[src/rtl/assert_macros.svh]
// Assertion macros used by the top-level RTL file.
`ifndef ASSERT_MACROS_SVH
`define ASSERT_MACROS_SVH

`ifndef NO_ASSERTIONS

// same-cycle implication
`define ASSERT_IMPL(lbl, clk, rst, ante, cons, msg) \
   lbl: assert property (@(posedge clk) disable iff (rst) (ante) |-> (cons)) else $error(msg);

// next-cycle implication
`define ASSERT_NEXT(lbl, clk, rst, ante, cons, msg) \
   lbl: assert property (@(posedge clk) disable iff (rst) (ante) |=> (cons)) else $error(msg);

`else

`define ASSERT_IMPL(lbl, clk, rst, ante, cons, msg)

`define ASSERT_NEXT(lbl, clk, rst, ante, cons, msg)

`endif

`endif

[src/rtl/clns_pkg.sv]
// Types, constants and tables of the character LCD nibble sequencer.
`default_nettype none

package clns_pkg;

   localparam int LINES_DEF   = 3;
   localparam int COLUMNS_DEF = 16;

   localparam int STEP_W = 6;

   localparam logic [3:0] CONTRAST_RESET = 4'd11;

   // last phase index of each kind of request
   localparam logic [STEP_W-1:0] STEP_LAST_INIT     = 6'd33;
   localparam logic [STEP_W-1:0] STEP_LAST_PULSE    = 6'd2;
   localparam logic [STEP_W-1:0] STEP_LAST_CONTRAST = 6'd5;
   localparam logic [STEP_W-1:0] STEP_LAST_BYTE     = 6'd1;

   // init layout: pulse, 4-bit entry, setup bytes, contrast bytes
   localparam logic [STEP_W-1:0] STEP_ENTRY    = 6'd3;
   localparam logic [STEP_W-1:0] STEP_SETUP    = 6'd10;
   localparam logic [STEP_W-1:0] STEP_CONTRAST = 6'd28;

   localparam logic [3:0] WAIT_PULSE = 4'd10;
   localparam logic [3:0] WAIT_ENTRY = 4'd5;
   localparam logic [3:0] WAIT_SYNC  = 4'd10;
   localparam logic [3:0] NIB_FUNC   = 4'h2;

   localparam logic [7:0] BYTE_CLEAR      = 8'h01;
   localparam logic [7:0] BYTE_CURSOR_ON  = 8'h0F;
   localparam logic [7:0] BYTE_CURSOR_OFF = 8'h0C;
   localparam logic [7:0] BYTE_EXT_SET    = 8'h29;
   localparam logic [7:0] BYTE_NORM_SET   = 8'h28;
   localparam logic [3:0] NIB_CONTRAST    = 4'h7;
   localparam logic [1:0] POS_PREFIX      = 2'b10;

   typedef enum logic [2:0] {
      CMD_INIT       = 3'd0,
      CMD_PULSE      = 3'd1,
      CMD_CLEAR      = 3'd2,
      CMD_CURSOR_ON  = 3'd3,
      CMD_CURSOR_OFF = 3'd4,
      CMD_POSITION   = 3'd5,
      CMD_WRITE      = 3'd6,
      CMD_CONTRAST   = 3'd7
   } cmd_type;

   typedef enum logic {
      ST_IDLE = 1'b0,
      ST_RUN  = 1'b1
   } seq_state_type;

   typedef struct packed {
      logic [2:0] command;
      logic [1:0] line;
      logic [4:0] offset;
      logic [7:0] value;
   } req_type;

   typedef struct packed {
      logic       reset_n;
      logic       reg_select;
      logic       read_write;
      logic [3:0] nibble;
      logic       strobe_res;
      logic [3:0] wait_ms;
      logic       last;
   } rsp_type;

   typedef struct packed {
      logic              busy;
      cmd_type           cmd;
      logic [STEP_W-1:0] step;
      logic [7:0]        byte_val;
   } seq_status_type;

   function automatic logic [7:0] setup_byte(input logic [3:0] idx);
      logic [7:0] b;
      case (idx)
         4'd0:    b = 8'h29;
         4'd1:    b = 8'h15;
         4'd2:    b = 8'h54;
         4'd3:    b = 8'h6E;
         4'd4:    b = 8'h7B;
         4'd5:    b = 8'h28;
         4'd6:    b = 8'h0F;
         4'd7:    b = 8'h01;
         4'd8:    b = 8'h06;
         default: b = 8'h00;
      endcase
      return b;
   endfunction

   function automatic logic [7:0] contrast_byte(input logic [1:0] k, input logic [3:0] c);
      logic [7:0] b;
      case (k)
         2'd0:    b = BYTE_EXT_SET;
         2'd1:    b = {NIB_CONTRAST, c};
         default: b = BYTE_NORM_SET;
      endcase
      return b;
   endfunction

endpackage

`default_nettype wire

[src/rtl/clns_phase.sv]
// Phase generator: maps request kind and phase index to one bus phase.
`default_nettype none

module clns_phase (
   input  clns_pkg::seq_status_type stat,
   input  logic [3:0]               contrast,
   output clns_pkg::rsp_type        phase
);

   logic [clns_pkg::STEP_W-1:0] rel;
   logic [clns_pkg::STEP_W-1:0] last_step;
   logic [7:0]                  byte_sel;
   logic                        byte_rs;
   logic                        use_byte;

   always_comb begin
      phase         = '0;
      phase.reset_n = 1'b1;
      rel           = stat.step;
      last_step     = clns_pkg::STEP_LAST_BYTE;
      byte_sel      = stat.byte_val;
      byte_rs       = 1'b0;
      use_byte      = 1'b0;

      unique case (stat.cmd)
         clns_pkg::CMD_INIT: begin
            last_step = clns_pkg::STEP_LAST_INIT;
            if (stat.step < clns_pkg::STEP_ENTRY) begin
               phase.reset_n = (stat.step != 6'd1);
               phase.wait_ms = (stat.step == 6'd2) ? 4'd0 : clns_pkg::WAIT_PULSE;
            end else if (stat.step < clns_pkg::STEP_SETUP) begin
               // 4-bit entry handshake
               phase.wait_ms = clns_pkg::WAIT_ENTRY;
               case (stat.step)
                  6'd3: phase.nibble = clns_pkg::NIB_FUNC;
                  6'd4, 6'd5, 6'd6: begin
                     phase.nibble     = clns_pkg::NIB_FUNC;
                     phase.strobe_res = 1'b1;
                  end
                  6'd7, 6'd8: begin
                     phase.reg_select = 1'b1;
                     phase.read_write = 1'b1;
                     phase.strobe_res = 1'b1;
                  end
                  default: phase.wait_ms = clns_pkg::WAIT_SYNC;
               endcase
            end else if (stat.step < clns_pkg::STEP_CONTRAST) begin
               rel      = stat.step - clns_pkg::STEP_SETUP;
               byte_sel = clns_pkg::setup_byte(rel[4:1]);
               use_byte = 1'b1;
            end else begin
               rel      = stat.step - clns_pkg::STEP_CONTRAST;
               byte_sel = clns_pkg::contrast_byte(rel[2:1], contrast);
               use_byte = 1'b1;
            end
         end
         clns_pkg::CMD_PULSE: begin
            last_step     = clns_pkg::STEP_LAST_PULSE;
            phase.reset_n = (stat.step != 6'd1);
            phase.wait_ms = (stat.step == 6'd2) ? 4'd0 : clns_pkg::WAIT_PULSE;
         end
         clns_pkg::CMD_CONTRAST: begin
            last_step = clns_pkg::STEP_LAST_CONTRAST;
            byte_sel  = clns_pkg::contrast_byte(stat.step[2:1], stat.byte_val[3:0]);
            use_byte  = 1'b1;
         end
         clns_pkg::CMD_CLEAR, clns_pkg::CMD_CURSOR_ON, clns_pkg::CMD_CURSOR_OFF,
         clns_pkg::CMD_POSITION: begin
            use_byte = 1'b1;
         end
         clns_pkg::CMD_WRITE: begin
            byte_rs  = 1'b1;
            use_byte = 1'b1;
         end
      endcase

      // byte phases: high nibble on even index, low on odd
      if (use_byte) begin
         phase.reg_select = byte_rs;
         phase.nibble     = rel[0] ? byte_sel[3:0] : byte_sel[7:4];
         phase.strobe_res = 1'b1;
         phase.wait_ms    = 4'd0;
      end

      phase.last = (stat.step == last_step);
   end

endmodule

`default_nettype wire

[src/rtl/clns_seq.sv]
// Sequencer: request capture, run state and phase counter.
`default_nettype none

module clns_seq #(
   parameter int LINES   = clns_pkg::LINES_DEF,
   parameter int COLUMNS = clns_pkg::COLUMNS_DEF
) (
   input  logic                     clock,
   input  logic                     reset,
   input  logic                     start,
   input  clns_pkg::req_type        req,
   input  logic                     load,
   input  logic                     phase_last,
   output clns_pkg::seq_status_type stat
);

   clns_pkg::seq_state_type     state_ff, state_in;
   clns_pkg::cmd_type           cmd_ff, cmd_in;
   logic [clns_pkg::STEP_W-1:0] step_ff, step_in;
   logic [7:0]                  byte_ff, byte_in;
   logic                        emits;
   logic [7:0]                  req_byte;

   // request decode; rejected requests produce no phases
   always_comb begin
      emits    = 1'b1;
      req_byte = req.value;
      unique case (clns_pkg::cmd_type'(req.command))
         clns_pkg::CMD_CLEAR:      req_byte = clns_pkg::BYTE_CLEAR;
         clns_pkg::CMD_CURSOR_ON:  req_byte = clns_pkg::BYTE_CURSOR_ON;
         clns_pkg::CMD_CURSOR_OFF: req_byte = clns_pkg::BYTE_CURSOR_OFF;
         clns_pkg::CMD_POSITION: begin
            emits    = (32'(req.line) < LINES) && (32'(req.offset) < COLUMNS);
            req_byte = {clns_pkg::POS_PREFIX, req.line, req.offset[3:0]};
         end
         clns_pkg::CMD_CONTRAST:   emits = (req.value[7:4] == 4'd0);
         clns_pkg::CMD_INIT, clns_pkg::CMD_PULSE, clns_pkg::CMD_WRITE: begin
            req_byte = req.value;
         end
      endcase
   end

   always_comb begin
      state_in = state_ff;
      unique case (state_ff)
         clns_pkg::ST_IDLE: if (start && emits) state_in = clns_pkg::ST_RUN;
         clns_pkg::ST_RUN:  if (load && phase_last) state_in = clns_pkg::ST_IDLE;
      endcase
   end

   always_comb begin
      stat.busy     = 1'b0;
      stat.cmd      = cmd_ff;
      stat.step     = step_ff;
      stat.byte_val = byte_ff;
      unique case (state_ff)
         clns_pkg::ST_IDLE: stat.busy = 1'b0;
         clns_pkg::ST_RUN:  stat.busy = 1'b1;
      endcase
   end

   always_comb begin
      cmd_in  = cmd_ff;
      byte_in = byte_ff;
      step_in = step_ff;
      if (start) begin
         cmd_in  = clns_pkg::cmd_type'(req.command);
         byte_in = req_byte;
         step_in = '0;
      end else if (stat.busy && load) begin
         step_in = step_ff + 6'd1;
      end
   end

   always_ff @(posedge clock) begin
      if (reset) begin
         state_ff <= clns_pkg::ST_IDLE;
         step_ff  <= '0;
      end else begin
         state_ff <= state_in;
         step_ff  <= step_in;
      end
   end

   always_ff @(posedge clock) begin
      cmd_ff  <= cmd_in;
      byte_ff <= byte_in;
   end

endmodule

`default_nettype wire

[src/rtl/char_lcd_nibble_sequencer.sv]
// The first phase is presented from the output register rsp_ff once the sequencer has entered its run state.
// A request of N phases (2, 3, 6 or 34 for init) is issued by the phase counter
// one phase a cycle when the result side does not stall; no new request is taken meanwhile.
// Rejected requests are accepted and emit nothing.
// Reset: synchronous; idles the sequencer, drops rsp_valid, contrast back to 11.
`default_nettype none
`include "assert_macros.svh"

module char_lcd_nibble_sequencer #(
   parameter int LINES   = clns_pkg::LINES_DEF,
   parameter int COLUMNS = clns_pkg::COLUMNS_DEF
) (
   input  logic              clock,
   input  logic              reset,
   input  logic              req_valid,
   output logic              req_stall,
   input  clns_pkg::req_type req_payload,
   output logic              rsp_valid,
   input  logic              rsp_stall,
   output clns_pkg::rsp_type rsp_payload,
   input  logic              csr_valid,
   output logic              csr_ready,
   input  logic [3:0]        csr_data
);

   clns_pkg::seq_status_type stat;
   clns_pkg::rsp_type        phase;
   clns_pkg::rsp_type        rsp_ff, rsp_in;
   logic                     rsp_valid_ff, rsp_valid_in;
   logic [3:0]               contrast_ff, contrast_in;
   logic                     start;
   logic                     load;

   assign csr_ready   = 1'b1;
   assign contrast_in = (csr_valid && csr_ready) ? csr_data : contrast_ff;

   assign req_stall = stat.busy;
   assign start     = req_valid && !req_stall;
   // output register can take a phase when empty or being drained
   assign load      = stat.busy && (!rsp_valid_ff || !rsp_stall);

   clns_seq #(
      .LINES   (LINES),
      .COLUMNS (COLUMNS)
   ) u_seq (
      .clock      (clock),
      .reset      (reset),
      .start      (start),
      .req        (req_payload),
      .load       (load),
      .phase_last (phase.last),
      .stat       (stat)
   );

   clns_phase u_phase (
      .stat     (stat),
      .contrast (contrast_ff),
      .phase    (phase)
   );

   always_comb begin
      rsp_in       = load ? phase : rsp_ff;
      rsp_valid_in = load ? 1'b1 : (rsp_valid_ff && rsp_stall);
   end

   always_ff @(posedge clock) begin
      if (reset) begin
         rsp_valid_ff <= 1'b0;
         contrast_ff  <= clns_pkg::CONTRAST_RESET;
      end else begin
         rsp_valid_ff <= rsp_valid_in;
         contrast_ff  <= contrast_in;
      end
   end

   always_ff @(posedge clock) begin
      rsp_ff <= rsp_in;
   end

   assign rsp_valid   = rsp_valid_ff;
   assign rsp_payload = rsp_ff;

   `ASSERT_NEXT(a_last_ends_run, clock, reset, load && phase.last, !stat.busy, "run did not end after last phase")
   `ASSERT_NEXT(a_hold_step, clock, reset, stat.busy && !load && !phase.last, stat.busy && $stable(stat.step), "phase index moved while output blocked")
   `ASSERT_IMPL(a_step_range, clock, reset, stat.busy, stat.step <= clns_pkg::STEP_LAST_INIT, "phase index out of range")
   `ASSERT_IMPL(a_load_valid, clock, reset, rsp_valid && !rsp_stall && !stat.busy, !load, "phase loaded while idle")

endmodule

`default_nettype wire
[config.mk]
export PLATFORM = sky130hd
export DESIGN_NAME = char_lcd_nibble_sequencer
export DESIGN_NICKNAME = d
export VERILOG_FILES = /design/src/rtl/clns_pkg.sv /design/src/rtl/clns_phase.sv /design/src/rtl/clns_seq.sv /design/src/rtl/char_lcd_nibble_sequencer.sv
export VERILOG_INCLUDE_DIRS = /design/src /design/src/rtl
export SDC_FILE = /design/constraint.sdc
export NUM_CORES = 1
export LEC_CHECK = 0
export BUFFER_PORTS_ARGS = -buffer_cell sky130_fd_sc_hd__clkbuf_2
export CORE_MARGIN = 1.5
export CORE_UTILIZATION = 50
export CTS_BUF_LIST = sky130_fd_sc_hd__clkbuf_8
export CTS_CLUSTER_DIAMETER = 50
export DETAILED_ROUTE_END_ITERATION = 6
export PLACE_DENSITY_LB_ADDON = 0.15
export SYNTH_ARGS = -nofsm -noshare
export SYNTH_HDL_FRONTEND = slang
export SYNTH_HIERARCHICAL = 1
export SYNTH_SLANG_ARGS = --single-unit
export TNS_END_PERCENT = 10
[constraint.sdc]
create_clock -name clock -period 2.85 [get_ports clock]
set_input_delay 0.285 -clock clock [delete_from_list [all_inputs] [get_ports clock]]
set_output_delay 0.285 -clock clock [all_outputs]
set_load 0.01 [all_outputs]
# After elaboration in Yosys (flattened, before gate mapping)
# Memory sizes are Yosys's and may differ from the RTL's.
# Cells that the tools add are included.
# Widths: inputs -> output; s select.
# word_totals
elab_cells,107
ff_bits,36
input_bits,27
memories,1
out_inout_bits,16
romBits,112
# classes
n_lt_le_gt_ge,5
reduce_logical,22
n_eq_ne,23
n_mux,37
bitwise,3
addsub,3
# memory_table
memory,depth,width,read_ports,rd_ports_with_merged_regs,write_ports,line_no,source
(no name shown),16,7,1,0,0,clns_pkg.sv:79,case (idx)
# op_table
operator,n
$pmux 8 s4,1
$pmux 7 s2,2
$eq 6x3->1 const B,4
$mux 8,3
$eq 3x3->1 const B,7
$pmux 6 s3,1
$mux 4,4
$pmux 8 s2,1
$mux 7,2
$mux 1,13
$eq 3x2->1 const B,4
$eq 6x2->1 const B,2
$reduce_or 6->1,2
$mux 11,1
$pmux 1 s2,5
$mux 9,1
$pmux 4 s2,1
$logic_and 1x1->1,7
$add 6x1->6 const B,1
$eq 6x4->1 const B,1
$eq 6x6->1,1
$lt 6x2->1 const B,1
$lt 6x4->1 const B,1
$lt 6x5->1 const B,1
18 further kinds,26

# Longest topological paths before layout
# depth
depth_word,9
depth_mapped,8
ltp_nobuf,8

# By module
# Netlist, hierarchy kept.
# by_module_without_submodules
mod,instances,area_per_inst_um2,seq_area_each_um2,cells_per_inst
clns_phase,1,865.8,0.0,130
clns_seq,1,845.8,470.5,82
char_lcd_nibble_sequencer,1,583.1,490.5,32

# Worst setup path before layout
# OpenSTA, ideal clock, no wires.
# synth_path
kind,reg-to-reg
from,reg u_seq.state_ff
to,reg u_seq/step_ff[5] (netlist name)
arrival_time_ns,2.561
path_stages_with_launch,6
required_time_ns,2.780
period_less_slack_ns,2.631
n_path_buf,1
setup_slack_ns,0.219
setup_time_ns,0.070
path_cell_list,dfxtp_1 -> buf_4 -> a21boi_0 -> nand4_2 -> or3_1 -> a21oi_1
# synth_between
word_cells_on_any_way,7
classes_between,mux: 1; bitwise: 1; reduce/logical: 5
# synth_lines
item,line_no,source
from (decl),clns_seq.sv:17,"clns_pkg::seq_state_type state_ff, state_in;"
from (signal assigned),clns_seq.sv:77,state_ff <= clns_pkg::ST_IDLE;
from (signal assigned),clns_seq.sv:80,state_ff <= state_in;
$not 1->1,clns_seq.sv:56,unique case (state_ff)
$pmux 1 s2 *,clns_seq.sv:56,
net req_stall,char_lcd_nibble_sequencer.sv:16,"output logic req_stall,"
$logic_and 1x1->1 *,char_lcd_nibble_sequencer.sv:40,assign load = stat.busy && (!rsp_valid_ff || !rsp_stall);
net load,char_lcd_nibble_sequencer.sv:32,logic load;
$logic_and 1x1->1 *,clns_seq.sv:70,end else if (stat.busy && load) begin
to (signal assigned),clns_seq.sv:81,step_ff <= step_in;
to (decl),clns_seq.sv:19,"logic [clns_pkg::STEP_W-1:0] step_ff, step_in;"
# The timed path passes the listed nets; every way through them passes the cells marked *.
# A chain may end at the register's enable or synchronous reset.

==> flow_summary.toml <==
[synth]
synth_area_per_cell_um2 = 9.405
ys_top_cells_by_count = "edfxtp_1 (24), a21oi_1 (20), nand2_1 (16)"
netlist_area_um2 = 2295
yosysSeqAreaShare = 0.4188
synthArstFlopShare = 0
yosys.cell_count.top_type = "edfxtp_1"
mappedNetlistNets = 278
ys_top_cells_by_area = "edfxtp_1 (31%), dfxtp_1 (10%), a21oi_1 (4.4%), ha_1 (3.8%), o21ai_0 (3.3%)"
number_of_warnings_printed_during_yosys_synthesis = 6
synth.ff_latch_count = 36
synth_top_flop_cell = "edfxtp_1"
yosys_top_cell_area_share = 0.3141
post_synth_num_cell_types = 59
netlist_instances = 244
synth-edff-count = 24
synth_top_area_cell = "edfxtp_1"

[detailed_routing]
num_vias = 2004
detail-route-antenna-nets = 0
vias_per_cell = 6.018
drt_wl_total_um = 4871
drt-wirelength-per-cell_um = 14.63
drt_first_pass_iters = 4
drt_first_iter_violations = 318
residual_drc_count = 0

[worst_setup_path]
cp_top_family = "compound AO/OA/AOI/OAI gates"
r2r_start = "u_seq/step_ff[3]"
timing.rr.end = "rsp_payload[8]"
worstPathBufferInverterCount = 0
worst-endpoint-arrival_ns = 2.14
critical_path.startpoint_type = "flip-flop"
timing.critical_path.cells = "o21ai_2, a211o_1, o211ai_2, a221oi_1, a21o_1"
ff2ff_setup_slack_ns = 0.75
timing.critical_path.to = "rsp_payload[8]"
slowest_stage = "dfxtp_1"
critPathLaunch = "u_seq/step_ff[3]"
reg2reg_depth = 5
slowest_delay_ns = 0.82
required_time_reported_for_the_critical_path_endpoint_ns = 2.89
setup.worst_path.class = "flip-flop to flip-flop"
crit_path_max_fanout = 22
number_of_stages_on_the_worst_setup_path = 5
end_kind = "flip-flop"

[global_route]
globalRouteOverflowTotal = 0
initial_antenna_violation_count = 0
grtUsageTotal = 0.2007
grt_pass1_wl_um = 8024
grt_start_max_net_pins = 23
first_global_vias = 1731

[hold_path]
min_from = "csr_data[0]"
worst_hold_path_type = "input pin to flip-flop"

[timing]
rsz0062_at_grt = "no"
final_hold_viol_count = 0
worst_slew_slack_as_a_fraction_of_its_limit = 0.4903
finalSetupTns_ns = 0
timing.final.max_slew_violations = 0
finalCriticalPeriod_ns = 2.099
clock.fmax_ghz = 0.4765
setup_viol = 0
post-route-period-util = 0.7364
worst_clock_skew_ns = 0.003668
worst-slew-pin-transition_ns = 0.7636

[pwr]
internal_power_mw = 0.9072
share_seq_of_total_power = 0.523
sw_frac_of_total = 0.2276
ratio_of_total_power_to_cell_area_nw_per_um2 = 449.1
ir_worst_vdd_mv = 0.2679
total_switching_power_mw = 0.2673
share_comb_of_total_power = 0.113
power.leakage_nw = 0.9890
power.share.clock = 0.364

[clocking]
root_driver = "clkbuf_8"
number_of_levels_in_the_clock_h_tree = 2
clock_latency_late_sink_ns = 0.28
clock_sink_count = 36
clkSlewWorstSetupHoldPaths_ns = 0.07
ctsHoldBuffers = 0
clockBufferDepth = 2
number_of_resized_instances_in_the_post_cts_repair_step = 0
post_cts_buffers = 0
cts-buffers-inserted = 5
tritoncts = "yes"

[layout]
antenna_cells = 0
final_layout_size_suffix_gt1_frac = 0.2384
fillers = 378
final-seq-area_um2 = 960.9
final_design_area_no_fill_um2 = 2615
fin_nets = 314
area_delta_synth_final_pct = 13.96
multiInputGateArea_um2 = 1205

[placed_design]
dpl-instance-area_um2 = 2507
detailedPlacementHpwl_um = 3514
io_buffers = 41
place_congestion = 0.9363

[die]
die_x_um = 70.75
floorplan.die_area_um2 = 5005
initial_core_util = 0.5234
design.portCount = 43
std_cell_rows = 24
die_h_um = 70.75
core_region_area_um2 = 4384

[job]
timing.max_cap.violations = 0

[run_status]
status = "finished, final reports clean"
==> worst register-to-register path: stages, from the launching register on <==
cell and delay [ns]:
dfxtp_1 0.82, o21ai_2 0.25, a211o_1 0.42, o211ai_2 0.09, a221oi_1 0.10, a21o_1 0.19
==> layout by cell type, fill, tap and decap left out, types with 3 or more instances in the layout <==
| master | count |
|---|---|
| a31o_1 | 3 |
| a31oi_1 | 8 |
| nor2b_1 | 5 |
| nand2_1 | 16 |
| a21o_1 | 3 |
| ha_1 | 7 |
| clkbuf_2 | 41 |
| nor2_1 | 15 |
| o221ai_1 | 3 |
| xnor2_1 | 5 |
| a211o_1 | 4 |
| a221oi_1 | 5 |
| buf_4 | 5 |
| dfxtp_1 | 12 |
| clkbuf_8 | 5 |
| o21ai_0 | 15 |
| o211ai_1 | 3 |
| nand3b_1 | 3 |
| inv_1 | 9 |
| or3_1 | 3 |
| nand2b_1 | 3 |
| o22ai_1 | 5 |
| nand3_1 | 11 |
| edfxtp_1 | 24 |
| xor2_1 | 3 |
| a21oi_1 | 20 |
==> layout make-up <==
class | count | share of cell area
clock buffer | 5 | 0.02632
clock inverter | 3 | 0.01483
inverter | 9 | 0.01292
multi-input combinational | 182 | 0.4608
sequential | 36 | 0.3675
tap | 52 | 0.02488
timing repair buffer | 46 | 0.09282
==> kinds of logic after synthesis <==
group,count (synthesis),share of synthesized area
muxes,2,0.008724
AOI/OAI and AO/OA,87,0.2557
and+or+nand+nor,75,0.1745
other,1,0.001634
xor gates and xnor gates,10,0.04472
adders and majority gates,7,0.03817
DFF,36,0.4188
buffers and inverters,26,0.05780
==> metrics by stage <==
stage | hold slack [ns] | power (mW) | utilization | std cells | worst slack (ns)
floorplan | 0.3574 | 0.7051 | - | 244 | 0.2192
global placement | 0.4942 | 0.7562 | 0.5719 | 325 | 0.8015
CTS | 0.2022 | 1.187 | 0.5965 | 333 | 0.7817
global route | 0.1964 | 1.227 | 0.5965 | 333 | 0.6104
detailed placement | 0.5003 | 0.7580 | 0.5719 | 325 | 0.7841
finish | 0.2073 | 1.174 | 0.5965 | 333 | 0.7514
==> state kept, by name, indices dropped and copies added (netlist names) <==
register	flops
rsp_payload	13
u_seq/byte_ff	8
u_seq/step_ff	6
contrast_ff	4
u_seq/cmd_ff	3
rsp_valid	1
u_seq/state_ff	1
==> worst min path at each step <==
stage / end / slack (ns) / depth (start not counted)
2_1_floorplan: contrast_ff[2] / 0.36 / 1
3_3_place_gp: contrast_ff[0] / 0.49 / 2
3_5_place_dp: contrast_ff[0] / 0.50 / 2
4_1_cts: contrast_ff[0] / 0.20 / 2
5_1_grt: contrast_ff[1] / 0.20 / 2
6_report: contrast_ff[0] / 0.21 / 2
==> power by group through the flow <==
| stage | clock network, mW | registers, mW | logic (mW) |
|---|---|---|---|
| floorplan | 0 | 0.624 | 0.0814 |
| global placement | 0 | 0.625 | 0.131 |
| detailed placement | 0 | 0.626 | 0.132 |
| CTS | 0.440 | 0.614 | 0.133 |
| global route | 0.462 | 0.617 | 0.148 |
| finish | 0.428 | 0.614 | 0.132 |
==> routing by layer <==
| layer | part of all wire | vias to the layer above | track usage |
|---|---|---|---|
| met5 | 0 | - | 0 |
| met2 | 0.48 | 81 | 0.3198 |
| li1 | - | 991 | - |
| met3 | 0.063 | 10 | 0.03846 |
| met4 | 0.023 | 0 | 0.08386 |
| met1 | 0.44 | 922 | 0.2692 |
Power figures use the tool's default switching activity.
